$ cat src/modbus_rtu_holding_register_slave_assert.svh
// Assertion macros for the Modbus RTU holding register slave.
// Used by the top level; expects clk and rst_n in scope.
`ifndef MODBUS_RTU_HOLDING_REGISTER_SLAVE_ASSERT_SVH
`define MODBUS_RTU_HOLDING_REGISTER_SLAVE_ASSERT_SVH

// Consequent checked in the same cycle.
`define MBRTU_ASSERT_SAME(lbl, ante, cons) \
    lbl: assert property (@(posedge clk) disable iff (!rst_n) (ante) |-> (cons)) \
        else $error("mbrtu assertion failed");

// Consequent checked in the next cycle.
`define MBRTU_ASSERT_NEXT(lbl, ante, cons) \
    lbl: assert property (@(posedge clk) disable iff (!rst_n) (ante) |=> (cons)) \
        else $error("mbrtu assertion failed");

`endif

$ cat src/mbrtu_pkg.sv
// Shared types and constants of the Modbus RTU holding register slave.
// No dependencies.
package mbrtu_pkg;

    localparam int REG_DEPTH_DEF = 128;
    localparam int MAX_READ_DEF  = 29;
    localparam int RX_LIMIT_DEF  = 2047;

    localparam int RX_COUNT_W  = 11;
    localparam int CFG_IDX_W   = 1;
    localparam int CFG_DATA_W  = 16;
    localparam int REG_W       = 16;

    localparam logic [CFG_IDX_W-1:0] CFG_SLAVE_ADDR = 1'd0;
    localparam logic [CFG_IDX_W-1:0] CFG_GAP_TICKS  = 1'd1;

    localparam logic [1:0] OP_BYTE  = 2'd0;
    localparam logic [1:0] OP_TICK  = 2'd1;
    localparam logic [1:0] OP_WRITE = 2'd2;

    localparam logic [7:0] FC_READ  = 8'h03;
    localparam logic [7:0] FC_WRITE = 8'h06;
    localparam logic [7:0] EXC_FLAG = 8'h80;

    localparam logic [7:0] EXC_ILLEGAL_FUNC = 8'h01;
    localparam logic [7:0] EXC_ILLEGAL_ADDR = 8'h02;
    localparam logic [7:0] EXC_CRC          = 8'h04;

    localparam logic [15:0] CRC_INIT = 16'hFFFF;
    localparam logic [15:0] CRC_POLY = 16'hA001;

    typedef struct packed {
        logic [1:0]  operation;
        logic [7:0]  rx_byte;
        logic        rx_error;
        logic [6:0]  reg_index;
        logic [15:0] reg_value;
    } req_t;

    typedef struct packed {
        logic [7:0] tx_byte;
        logic       last;
    } rsp_t;

endpackage

$ cat src/mbrtu_if.sv
// Request and response channel interfaces (valid/ready with payload).
// Depends on mbrtu_pkg.
interface mbrtu_req_if;
    import mbrtu_pkg::*;
    logic valid;
    logic ready;
    req_t payload;
    modport source (output valid, output payload, input ready);
    modport sink (input valid, input payload, output ready);
endinterface

interface mbrtu_rsp_if;
    import mbrtu_pkg::*;
    logic valid;
    logic ready;
    rsp_t payload;
    modport source (output valid, output payload, input ready);
    modport sink (input valid, input payload, output ready);
endinterface

$ cat src/modbus_rtu_holding_register_slave.sv
// Modbus RTU slave answering functions 03 and 06 on a holding register store.
// Depends on mbrtu_pkg, mbrtu_if, mbrtu_ram, mbrtu_crc and the assertion header.
//
// Channels: req carries received bytes, idle ticks and local register writes;
// rsp carries reply bytes in wire order, last set on the CRC high byte.
// Configuration (slave address, gap ticks) is written on cfg_we/cfg_index/cfg_data.
// After reset a clearing pass zeroes the register store with req.ready low;
// configuration writes are taken during it.
// From the third byte of a frame on, a received byte also waits in S_RXCRC
// while the bit-serial CRC unit folds the oldest tail byte. At frame end
// S_CHECK checks the frame, then each reply body byte is loaded (S_EMIT) and
// fed through the CRC unit (S_FEED), each CRC byte is only loaded, and each
// register word first takes a RAM read (S_RD, S_RDW).
// A reply has 5 to 63 bytes.
// The output register frees the sender: new requests are taken while the last
// reply byte waits. A stalled receiver holds the reply sequencer at the next byte.
`include "modbus_rtu_holding_register_slave_assert.svh"

module modbus_rtu_holding_register_slave #(
    parameter int REG_DEPTH = mbrtu_pkg::REG_DEPTH_DEF,
    parameter int MAX_READ  = mbrtu_pkg::MAX_READ_DEF,
    parameter int RX_LIMIT  = mbrtu_pkg::RX_LIMIT_DEF
) (
    input  logic                             clk,
    input  logic                             rst_n,
    mbrtu_req_if.sink                        req,
    mbrtu_rsp_if.source                      rsp,
    input  logic                             cfg_we,
    input  logic [mbrtu_pkg::CFG_IDX_W-1:0]  cfg_index,
    input  logic [mbrtu_pkg::CFG_DATA_W-1:0] cfg_data
);
    import mbrtu_pkg::*;

    localparam int AW = $clog2(REG_DEPTH);
    localparam int CW = 12;

    typedef enum logic [2:0] {
        S_CLEAR, S_IDLE, S_RXCRC, S_CHECK, S_EMIT, S_FEED, S_RD, S_RDW
    } state_t;

    typedef enum logic [1:0] {K_EXC, K_WRITE, K_READ} kind_t;

    state_t                state_reg, state_next;
    logic [AW-1:0]         clr_addr_reg, clr_addr_next;
    logic [7:0]            slave_reg, slave_next;
    logic [15:0]           gap_reg, gap_next;
    logic [RX_COUNT_W-1:0] rx_count_reg, rx_count_next;
    logic [7:0]            hdr_reg [6];
    logic [7:0]            hdr_next [6];
    logic [7:0]            tail_reg [2];
    logic [7:0]            tail_next [2];
    logic [15:0]           idle_reg, idle_next;
    logic                  timer_reg, timer_next;
    kind_t                 kind_reg, kind_next;
    logic [7:0]            exc_reg, exc_next;
    logic [5:0]            len_reg, len_next;
    logic [5:0]            pos_reg, pos_next;
    logic [AW-1:0]         rd_addr_reg, rd_addr_next;
    logic [15:0]           word_reg, word_next;
    logic                  have_word_reg, have_word_next;
    logic                  out_valid_reg, out_valid_next;
    rsp_t                  out_reg, out_next;

    logic                  ram_we, ram_re;
    logic [AW-1:0]         ram_waddr;
    logic [REG_W-1:0]      ram_wdata, ram_rdata;
    logic                  crc_clear, crc_start, crc_busy;
    logic [7:0]            crc_data;
    logic [15:0]           crc_val;
    logic                  frame_clear, out_load;

    logic [7:0]            emit_byte;
    logic                  emit_last, emit_body, need_word;
    logic [5:0]            pos_m3;
    logic [CW-1:0]         idx_w;
    logic [15:0]           start_w, count_w, recv_w, tick_idle;
    logic [16:0]           end_w;

    mbrtu_ram #(.WIDTH(REG_W), .DEPTH(REG_DEPTH)) u_ram (
        .clk   (clk),
        .we    (ram_we),
        .waddr (ram_waddr),
        .wdata (ram_wdata),
        .re    (ram_re),
        .raddr (rd_addr_reg),
        .rdata (ram_rdata)
    );

    mbrtu_crc u_crc (
        .clk   (clk),
        .rst_n (rst_n),
        .clear (crc_clear),
        .start (crc_start),
        .data  (crc_data),
        .crc   (crc_val),
        .busy  (crc_busy)
    );

    assign req.ready   = (state_reg == S_IDLE);
    assign rsp.valid   = out_valid_reg;
    assign rsp.payload = out_reg;

    assign idx_w     = CW'(req.payload.reg_index);
    assign start_w   = {hdr_reg[2], hdr_reg[3]};
    assign count_w   = {hdr_reg[4], hdr_reg[5]};
    assign recv_w    = {tail_reg[1], tail_reg[0]};
    assign end_w     = 17'(start_w) + 17'(count_w);
    assign tick_idle = (idle_reg == 16'hFFFF) ? idle_reg : idle_reg + 16'd1;
    assign pos_m3    = pos_reg - 6'd3;

    always_comb
    begin
        emit_byte = '0;
        emit_last = 1'b0;
        emit_body = (pos_reg < len_reg);
        need_word = (kind_reg == K_READ) && (pos_reg >= 6'd3) && emit_body
                    && !pos_m3[0] && !have_word_reg;
        if (pos_reg == len_reg)
        begin
            emit_byte = crc_val[7:0];
        end
        else if (pos_reg == len_reg + 6'd1)
        begin
            emit_byte = crc_val[15:8];
            emit_last = 1'b1;
        end
        else
        begin
            unique case (kind_reg)
                K_EXC:
                begin
                    if (pos_reg == 6'd0)
                        emit_byte = hdr_reg[0];
                    else if (pos_reg == 6'd1)
                        emit_byte = hdr_reg[1] | EXC_FLAG;
                    else
                        emit_byte = exc_reg;
                end
                K_WRITE:
                begin
                    if (pos_reg == 6'd0)
                        emit_byte = slave_reg;
                    else if (pos_reg == 6'd1)
                        emit_byte = FC_WRITE;
                    else
                        emit_byte = hdr_reg[pos_reg[2:0]];
                end
                K_READ:
                begin
                    if (pos_reg == 6'd0)
                        emit_byte = slave_reg;
                    else if (pos_reg == 6'd1)
                        emit_byte = FC_READ;
                    else if (pos_reg == 6'd2)
                        emit_byte = {2'b00, len_reg - 6'd3};
                    else if (!pos_m3[0])
                        emit_byte = word_reg[15:8];
                    else
                        emit_byte = word_reg[7:0];
                end
                default:
                begin
                    emit_byte = '0;
                end
            endcase
        end
    end

    always_comb
    begin
        state_next     = state_reg;
        clr_addr_next  = clr_addr_reg;
        slave_next     = slave_reg;
        gap_next       = gap_reg;
        rx_count_next  = rx_count_reg;
        hdr_next       = hdr_reg;
        tail_next      = tail_reg;
        idle_next      = idle_reg;
        timer_next     = timer_reg;
        kind_next      = kind_reg;
        exc_next       = exc_reg;
        len_next       = len_reg;
        pos_next       = pos_reg;
        rd_addr_next   = rd_addr_reg;
        word_next      = word_reg;
        have_word_next = have_word_reg;
        out_next       = out_reg;
        out_valid_next = out_valid_reg && !rsp.ready;
        ram_we         = 1'b0;
        ram_re         = 1'b0;
        ram_waddr      = clr_addr_reg;
        ram_wdata      = '0;
        crc_clear      = 1'b0;
        crc_start      = 1'b0;
        crc_data       = tail_reg[0];
        frame_clear    = 1'b0;
        out_load       = 1'b0;

        if (cfg_we)
        begin
            unique case (cfg_index)
                CFG_SLAVE_ADDR: slave_next = cfg_data[7:0];
                CFG_GAP_TICKS:  gap_next   = cfg_data;
                default:        gap_next   = gap_reg;
            endcase
        end

        unique case (state_reg)
            S_CLEAR:
            begin
                ram_we        = 1'b1;
                clr_addr_next = clr_addr_reg + 1'b1;
                if (clr_addr_reg == AW'(REG_DEPTH - 1))
                    state_next = S_IDLE;
            end
            S_IDLE:
            begin
                if (req.valid)
                begin
                    unique case (req.payload.operation)
                        OP_BYTE:
                        begin
                            if (!req.payload.rx_error
                                && rx_count_reg < RX_COUNT_W'(RX_LIMIT))
                            begin
                                if (rx_count_reg < RX_COUNT_W'(6))
                                    hdr_next[rx_count_reg[2:0]] = req.payload.rx_byte;
                                if (rx_count_reg >= RX_COUNT_W'(2))
                                begin
                                    crc_start  = 1'b1;
                                    state_next = S_RXCRC;
                                end
                                tail_next[0]  = tail_reg[1];
                                tail_next[1]  = req.payload.rx_byte;
                                rx_count_next = rx_count_reg + 1'b1;
                                idle_next     = '0;
                                timer_next    = 1'b1;
                            end
                        end
                        OP_TICK:
                        begin
                            if (timer_reg)
                            begin
                                idle_next = tick_idle;
                                if (tick_idle >= gap_reg)
                                begin
                                    if (rx_count_reg >= RX_COUNT_W'(4)
                                        && hdr_reg[0] == slave_reg)
                                        state_next = S_CHECK;
                                    else
                                        frame_clear = 1'b1;
                                end
                            end
                        end
                        OP_WRITE:
                        begin
                            if (idx_w < CW'(REG_DEPTH))
                            begin
                                ram_we    = 1'b1;
                                ram_waddr = idx_w[AW-1:0];
                                ram_wdata = req.payload.reg_value;
                            end
                        end
                        default:
                        begin
                            state_next = S_IDLE;
                        end
                    endcase
                end
            end
            S_RXCRC:
            begin
                if (!crc_busy)
                    state_next = S_IDLE;
            end
            S_CHECK:
            begin
                pos_next       = '0;
                have_word_next = 1'b0;
                rd_addr_next   = start_w[AW-1:0];
                kind_next      = K_EXC;
                len_next       = 6'd3;
                crc_clear      = 1'b1;
                state_next     = S_EMIT;
                if (hdr_reg[1] != FC_READ && hdr_reg[1] != FC_WRITE)
                    exc_next = EXC_ILLEGAL_FUNC;
                else if (start_w >= 16'(REG_DEPTH))
                    exc_next = EXC_ILLEGAL_ADDR;
                else if (crc_val != recv_w)
                    exc_next = EXC_CRC;
                else if (hdr_reg[1] == FC_WRITE)
                begin
                    ram_we    = 1'b1;
                    ram_waddr = start_w[AW-1:0];
                    ram_wdata = count_w;
                    kind_next = K_WRITE;
                    len_next  = 6'd6;
                end
                else if (count_w == 16'd0 || count_w > 16'(MAX_READ)
                         || end_w > 17'(REG_DEPTH))
                    exc_next = EXC_ILLEGAL_ADDR;
                else
                begin
                    kind_next = K_READ;
                    len_next  = 6'd3 + {count_w[4:0], 1'b0};
                end
            end
            S_EMIT:
            begin
                if (need_word)
                    state_next = S_RD;
                else if (!out_valid_reg || rsp.ready)
                begin
                    out_load          = 1'b1;
                    out_valid_next    = 1'b1;
                    out_next.tx_byte  = emit_byte;
                    out_next.last     = emit_last;
                    if (emit_body)
                    begin
                        crc_start  = 1'b1;
                        crc_data   = emit_byte;
                        state_next = S_FEED;
                        if (kind_reg == K_READ && pos_reg >= 6'd3 && pos_m3[0])
                            have_word_next = 1'b0;
                    end
                    else if (emit_last)
                    begin
                        frame_clear = 1'b1;
                        state_next  = S_IDLE;
                    end
                    else
                        pos_next = pos_reg + 6'd1;
                end
            end
            S_FEED:
            begin
                if (!crc_busy)
                begin
                    pos_next   = pos_reg + 6'd1;
                    state_next = S_EMIT;
                end
            end
            S_RD:
            begin
                ram_re       = 1'b1;
                rd_addr_next = rd_addr_reg + 1'b1;
                state_next   = S_RDW;
            end
            S_RDW:
            begin
                word_next      = ram_rdata;
                have_word_next = 1'b1;
                state_next     = S_EMIT;
            end
            default:
            begin
                state_next = S_IDLE;
            end
        endcase

        if (frame_clear)
        begin
            rx_count_next = '0;
            hdr_next      = '{default: '0};
            tail_next     = '{default: '0};
            idle_next     = '0;
            timer_next    = 1'b0;
            crc_clear     = 1'b1;
        end
    end

    always_ff @(posedge clk or negedge rst_n)
    begin
        if (!rst_n)
        begin
            state_reg     <= S_CLEAR;
            clr_addr_reg  <= '0;
            slave_reg     <= 8'd1;
            gap_reg       <= 16'd50;
            rx_count_reg  <= '0;
            hdr_reg       <= '{default: '0};
            tail_reg      <= '{default: '0};
            idle_reg      <= '0;
            timer_reg     <= 1'b0;
            kind_reg      <= K_EXC;
            pos_reg       <= '0;
            len_reg       <= 6'd3;
            have_word_reg <= 1'b0;
            out_valid_reg <= 1'b0;
        end
        else
        begin
            state_reg     <= state_next;
            clr_addr_reg  <= clr_addr_next;
            slave_reg     <= slave_next;
            gap_reg       <= gap_next;
            rx_count_reg  <= rx_count_next;
            hdr_reg       <= hdr_next;
            tail_reg      <= tail_next;
            idle_reg      <= idle_next;
            timer_reg     <= timer_next;
            kind_reg      <= kind_next;
            pos_reg       <= pos_next;
            len_reg       <= len_next;
            have_word_reg <= have_word_next;
            out_valid_reg <= out_valid_next;
        end
    end

    always_ff @(posedge clk)
    begin
        exc_reg     <= exc_next;
        rd_addr_reg <= rd_addr_next;
        word_reg    <= word_next;
        out_reg     <= out_next;
    end

    `MBRTU_ASSERT_SAME(a_crc_blocks_req, crc_busy, !req.ready)
    `MBRTU_ASSERT_SAME(a_rx_count_bound, 1'b1, rx_count_reg <= RX_COUNT_W'(RX_LIMIT))
    `MBRTU_ASSERT_SAME(a_pos_bound, state_reg == S_EMIT, pos_reg <= len_reg + 6'd1)
    `MBRTU_ASSERT_NEXT(a_last_closes, out_load && emit_last, rx_count_reg == '0 && !timer_reg)

endmodule

$ cat src/mbrtu_ram.sv
// Generic single write port RAM with registered read.
// No dependencies.
module mbrtu_ram #(
    parameter int WIDTH = 16,
    parameter int DEPTH = 128
) (
    input  logic                     clk,
    input  logic                     we,
    input  logic [$clog2(DEPTH)-1:0] waddr,
    input  logic [WIDTH-1:0]         wdata,
    input  logic                     re,
    input  logic [$clog2(DEPTH)-1:0] raddr,
    output logic [WIDTH-1:0]         rdata
);
    logic [WIDTH-1:0] mem [DEPTH];

    always_ff @(posedge clk)
    begin
        if (we)
        begin
            mem[waddr] <= wdata;
        end
        if (re)
        begin
            rdata <= mem[raddr];
        end
    end
endmodule

$ cat src/mbrtu_crc.sv
// Bit-serial CRC-16/MODBUS unit, one bit per cycle while busy is high.
// Depends on mbrtu_pkg.
module mbrtu_crc (
    input  logic        clk,
    input  logic        rst_n,
    input  logic        clear,
    input  logic        start,
    input  logic [7:0]  data,
    output logic [15:0] crc,
    output logic        busy
);
    import mbrtu_pkg::*;

    logic [15:0] crc_reg;
    logic [7:0]  sh_reg;
    logic [2:0]  cnt_reg;
    logic        busy_reg;
    logic        fb;

    assign fb   = crc_reg[0] ^ sh_reg[0];
    assign crc  = crc_reg;
    assign busy = busy_reg;

    always_ff @(posedge clk or negedge rst_n)
    begin
        if (!rst_n)
        begin
            crc_reg  <= CRC_INIT;
            sh_reg   <= '0;
            cnt_reg  <= '0;
            busy_reg <= 1'b0;
        end
        else if (clear)
        begin
            crc_reg  <= CRC_INIT;
            busy_reg <= 1'b0;
        end
        else if (start)
        begin
            sh_reg   <= data;
            cnt_reg  <= '0;
            busy_reg <= 1'b1;
        end
        else if (busy_reg)
        begin
            crc_reg  <= {1'b0, crc_reg[15:1]} ^ (fb ? CRC_POLY : 16'h0000);
            sh_reg   <= {1'b0, sh_reg[7:1]};
            cnt_reg  <= cnt_reg + 3'd1;
            busy_reg <= (cnt_reg != 3'd7);
        end
    end
endmodule
$ cat src/flat_wrapper.sv
// flat-port wrapper written by rule: the top's interface ports become plain ports
module modbus_rtu_holding_register_slave_flat import mbrtu_pkg::*;
#(
    parameter int REG_DEPTH = mbrtu_pkg::REG_DEPTH_DEF,
    parameter int MAX_READ  = mbrtu_pkg::MAX_READ_DEF,
    parameter int RX_LIMIT  = mbrtu_pkg::RX_LIMIT_DEF
)
  (clk, rst_n, cfg_we, cfg_index, cfg_data, req_valid, req_payload, req_ready, rsp_valid, rsp_payload, rsp_ready);
  mbrtu_req_if req_i ();
  mbrtu_rsp_if rsp_i ();
  input  logic clk;
  input  logic rst_n;
  input  logic cfg_we;
  input  logic [mbrtu_pkg::CFG_IDX_W-1:0] cfg_index;
  input  logic [mbrtu_pkg::CFG_DATA_W-1:0] cfg_data;
  input wire logic [$bits(req_i.valid)-1:0] req_valid;
  input wire logic [$bits(req_i.payload)-1:0] req_payload;
  output wire logic [$bits(req_i.ready)-1:0] req_ready;
  output wire logic [$bits(rsp_i.valid)-1:0] rsp_valid;
  output wire logic [$bits(rsp_i.payload)-1:0] rsp_payload;
  input wire logic [$bits(rsp_i.ready)-1:0] rsp_ready;
  assign req_i.valid = req_valid;
  assign req_i.payload = req_payload;
  assign req_ready = req_i.ready;
  assign rsp_valid = rsp_i.valid;
  assign rsp_payload = rsp_i.payload;
  assign rsp_i.ready = rsp_ready;
  modbus_rtu_holding_register_slave #(.REG_DEPTH(REG_DEPTH), .MAX_READ(MAX_READ), .RX_LIMIT(RX_LIMIT)) u_core (.clk(clk), .rst_n(rst_n), .req(req_i), .rsp(rsp_i), .cfg_we(cfg_we), .cfg_index(cfg_index), .cfg_data(cfg_data));
endmodule
$ cat config.mk
export PLATFORM = sky130hd
export DESIGN_NAME = modbus_rtu_holding_register_slave_flat
export DESIGN_NICKNAME = d
export VERILOG_FILES = /design/src/mbrtu_pkg.sv /design/src/mbrtu_if.sv /design/src/modbus_rtu_holding_register_slave.sv /design/src/mbrtu_ram.sv /design/src/mbrtu_crc.sv /design/src/flat_wrapper.sv
export VERILOG_INCLUDE_DIRS = /design/src /design/src/src
export SDC_FILE = /design/constraint.sdc
export NUM_CORES = 2
export LEC_CHECK = 0
export BUFFER_PORTS_ARGS = -buffer_cell sky130_fd_sc_hd__clkbuf_2
export CAP_MARGIN = 20
export CORE_MARGIN = 5
export CORE_UTILIZATION = 43
export DETAILED_ROUTE_END_ITERATION = 10
export SETUP_SLACK_MARGIN = 0.4
export SYNTH_ARGS = -nofsm -noshare
export SYNTH_HDL_FRONTEND = slang
export SYNTH_SLANG_ARGS = --single-unit
export TNS_END_PERCENT = 20
$ cat constraint.sdc
create_clock -name clk -period 5.05 [get_ports clk]
set_input_delay 0.2525 -clock clk [delete_from_list [all_inputs] [get_ports clk]]
set_output_delay 0.2525 -clock clk [all_outputs]
set_load 0.005 [all_outputs]
==> out/qor.txt <==
H-Tree Depth -> 4
data required time of the worst path -> 5.81 ns
vias -> 46020
clock latency on the worst-skew pair -> 0.88 ns
Root Buffer -> clkbuf_16
Hold Crit Class -> primary input to flop
Tot GR Track Use -> 20.61%
Final HPWL DP -> 138.5 mm
Cell Area, Placed -> 96890 sq um
layout cells sized above 1 -> 29.60%
final wirelength -> 231.0 mm
library cells used by synthesis -> 87
relative slew slack -> 26.43%
Power Dens Cells -> 421.1 nW/um^2
CORE AREA -> 211900 sq um
vias in the first global route -> 46182
Rows -> 169
Final Skew -> 0.05068 ns
Chip Height -> 471.2 um
Synth area leader -> edfxtp_1
Post-synth top flop -> edfxtp_1
Cells after Synth -> 4435
# IOs -> 67
Reg clk slew, reported paths -> 0.07 ns
most frequent cell after synthesis -> edfxtp_1
critical path fanouts, max -> 12
final setup TNS -> 0 ns
post-layout min period -> 4.366 ns
final core utilization -> 49.33%
Starting Density -> 43.16%
Largest stage delay, worst path -> 0.43 ns
Worst Path Arrival -> 5.12 ns
routability congestion estimate -> 0.8942
f_max -> 229.1 MHz
buffer and inverter count on the worst path -> 1
critical path class -> flop to flop
Inst Count DP -> 7334
Synth top area share -> 68.92%
first-pass GRT wire length -> 334.4 mm
delay-heaviest family, CP -> simple AND/OR/NAND/NOR gates
initial antenna violation count -> 13
synthesized area per cell -> 20.62 sq um
peak supply drop -> 0.0003989 V
Synthesis Warnings -> 0
Final Max Tran Viols -> 0
final number of setup-violating endpoints -> 0
WL/cell -> 29.60 um
nature of the critical path endpoint -> flop
CP max stage cell -> or3_4
nets -> 4894
I/O Buffers -> 66
most area-consuming cells after synthesis -> edfxtp_1 69%, mux4_2 17%, dfrtp_1 4.0%
Vias/cell -> 5.897
RSZ-0062 raised after global routing -> false
asr flop ratio synth -> 7.492%
Largest register FFs -> 2048
clock tree buffer depth -> 3
CTS tree -> yes
final instance area -> 104500 sq um
drt first pass iters -> 5
status -> finished clean
period utilisation layout -> 86.45%
largest net degree at the start of global routing -> 99
Tot Pwr -> 44.01 mW
Die Width -> 471.2 um
die area -> 222000 sq um
startpoint types -> flop
grt ovf -> 0
register area share after synthesis -> 73.60%
Mapped Nets -> 4546
Starting DRT DRC Count -> 5367
CTS buffer count -> 226
detailed-route DRC error count -> 0
Netlist Area Pre-Place -> 91460 sq um
EDFF count, synth -> 2099
Max-cap violations -> 0
P&R area growth vs syn -> 14.27%
leak pwr -> 35.28 nW
final hold vios -> 0
Finished Layout Cells -> 7804
#FFs+latches synth -> 2269
reg2reg setup slack -> 0.68 ns
crit-path cells -> ha_1 > nand4_1 > nor4_1 > nand4_1 > buf_4 > nor2b_1 > nand3_1 > xnor2_1 > ha_1 > and3_1 > a21oi_1 > o21ai_0 > o41ai_2 > a21oi_2 > a31o_4 > or3_4 > a221o_1
Worst-Margin Slew -> 1.104 ns
antenna-violating nets left -> 0
clk sink count -> 2269
top cells by count, synth -> 2099 x edfxtp_1, 680 x mux4_2, 242 x nor2_1, 194 x nand2_1, 148 x dfrtp_1
[path summary, 6_finish.rpt]
kind                                            to  cells after the start                    from
setup / recovery            u_core.u_crc.sh_reg[7]                     17      u_core.idle_reg[0]
hold / removal             u_core.u_ram.mem[79][0]                      2          req_payload[0]
setup reg to reg            u_core.u_crc.sh_reg[7]                     17      u_core.idle_reg[0]
hold reg to reg                u_core.word_reg[15]                      0  u_core.u_ram.rdata[15]
max in group asynchronous       u_core.gap_reg[10]                      4                   rst_n
min in group asynchronous        u_core.len_reg[0]                      3                   rst_n
[where the power goes]
group	internal, mW	switching, mW	total, mW	leakage [nW]
sequential	21.2	0.569	21.8	22.2
clock	9.23	7.00	16.2	3.47
combinational	2.40	3.59	6.00	9.59
total	32.8	11.2	44.0	35.3
[cells by family (layout without fill, tap and decap cells)]
group           count (synthesis)  in the layout  share of synthesized area, %
compound gates                308            308                         2.296
mux                           781            781                         17.91
fa+ha+maj                      55             55                        0.7607
flops                        2269           2269                         73.60
simple gates                  670            670                         3.392
buf+inv                       273            811                         1.281
xor+xnor                       79             79                        0.7566
other cells                     0             10                             0
[stage by stage]
step	setup slack, ns	hold slack (ns)
after floorplan	0.6693	-0.04309
after global placement	-0.0005183	0.3111
after detailed placement	-0.006091	0.3178
after CTS	0.4173	0.009499
after global routing	0.4995	0.07707
final	0.6844	0.1161
[placed cells by master (no fill, tap or decap), drive strengths merged, types with 20 or more instances in the layout]
| cell | n |
|---|---|
| a22o | 21 |
| nand4 | 21 |
| xor2 | 35 |
| mux4 | 680 |
| nand2 | 195 |
| nor3 | 25 |
| o21ai | 70 |
| dfstp | 22 |
| edfxtp | 2099 |
| nor2 | 244 |
| a21oi | 73 |
| inv | 51 |
| clkinv | 103 |
| dlygate4sd3 | 36 |
| mux2i | 55 |
| nand2b | 22 |
| xnor2 | 44 |
| mux2 | 46 |
| buf | 246 |
| clkbuf | 348 |
| dfrtp | 148 |
| nand3 | 65 |
| a22oi | 20 |
| ha | 54 |
[per-layer routing]
| metal | vias up | part of all wire [%] | global-route usage, % |
|---|---|---|---|
| met5 | - | 0.0056 | 0 |
| li1 | 19116 | - | - |
| met2 | 1817 | 47 | 32.21 |
| met3 | 311 | 6.9 | 3.171 |
| met4 | 2 | 2.3 | 5.317 |
| met1 | 24774 | 44 | 30.65 |
[final cells by class]
cell class	instances	area (sq um)
flip-flops and latches	2269	67310
multi-input cells	1893	23280
diodes	10	25.02
clock buffers	282	5907
repair buffers	348	3062
inverters	45	168.9
well taps	2821	3530
clock inverters	136	1221
fillers	17113	107400
[worst register-to-register path, stage by stage, from the launching register on]
cell	delay (ns)
dfrtp_1	0.42
ha_1	0.23
nand4_1	0.13
nor4_1	0.34
nand4_1	0.14
buf_4	0.20
nor2b_1	0.15
nand3_1	0.16
xnor2_1	0.14
ha_1	0.27
and3_1	0.18
a21oi_1	0.14
o21ai_0	0.13
o41ai_2	0.39
a21oi_2	0.18
a31o_4	0.30
or3_4	0.43
a221o_1	0.32
[what timing repair did]
action	CTS	global route
setup endpoints to repair	29	28
endpoints found under the hold margin	172	0
hold buffers	37	0
gates cloned	0	1
setup buffers	3	0
resized for setup	0	5
pin swaps	1	0
Note: power is estimated with default switching activity, not from simulation.
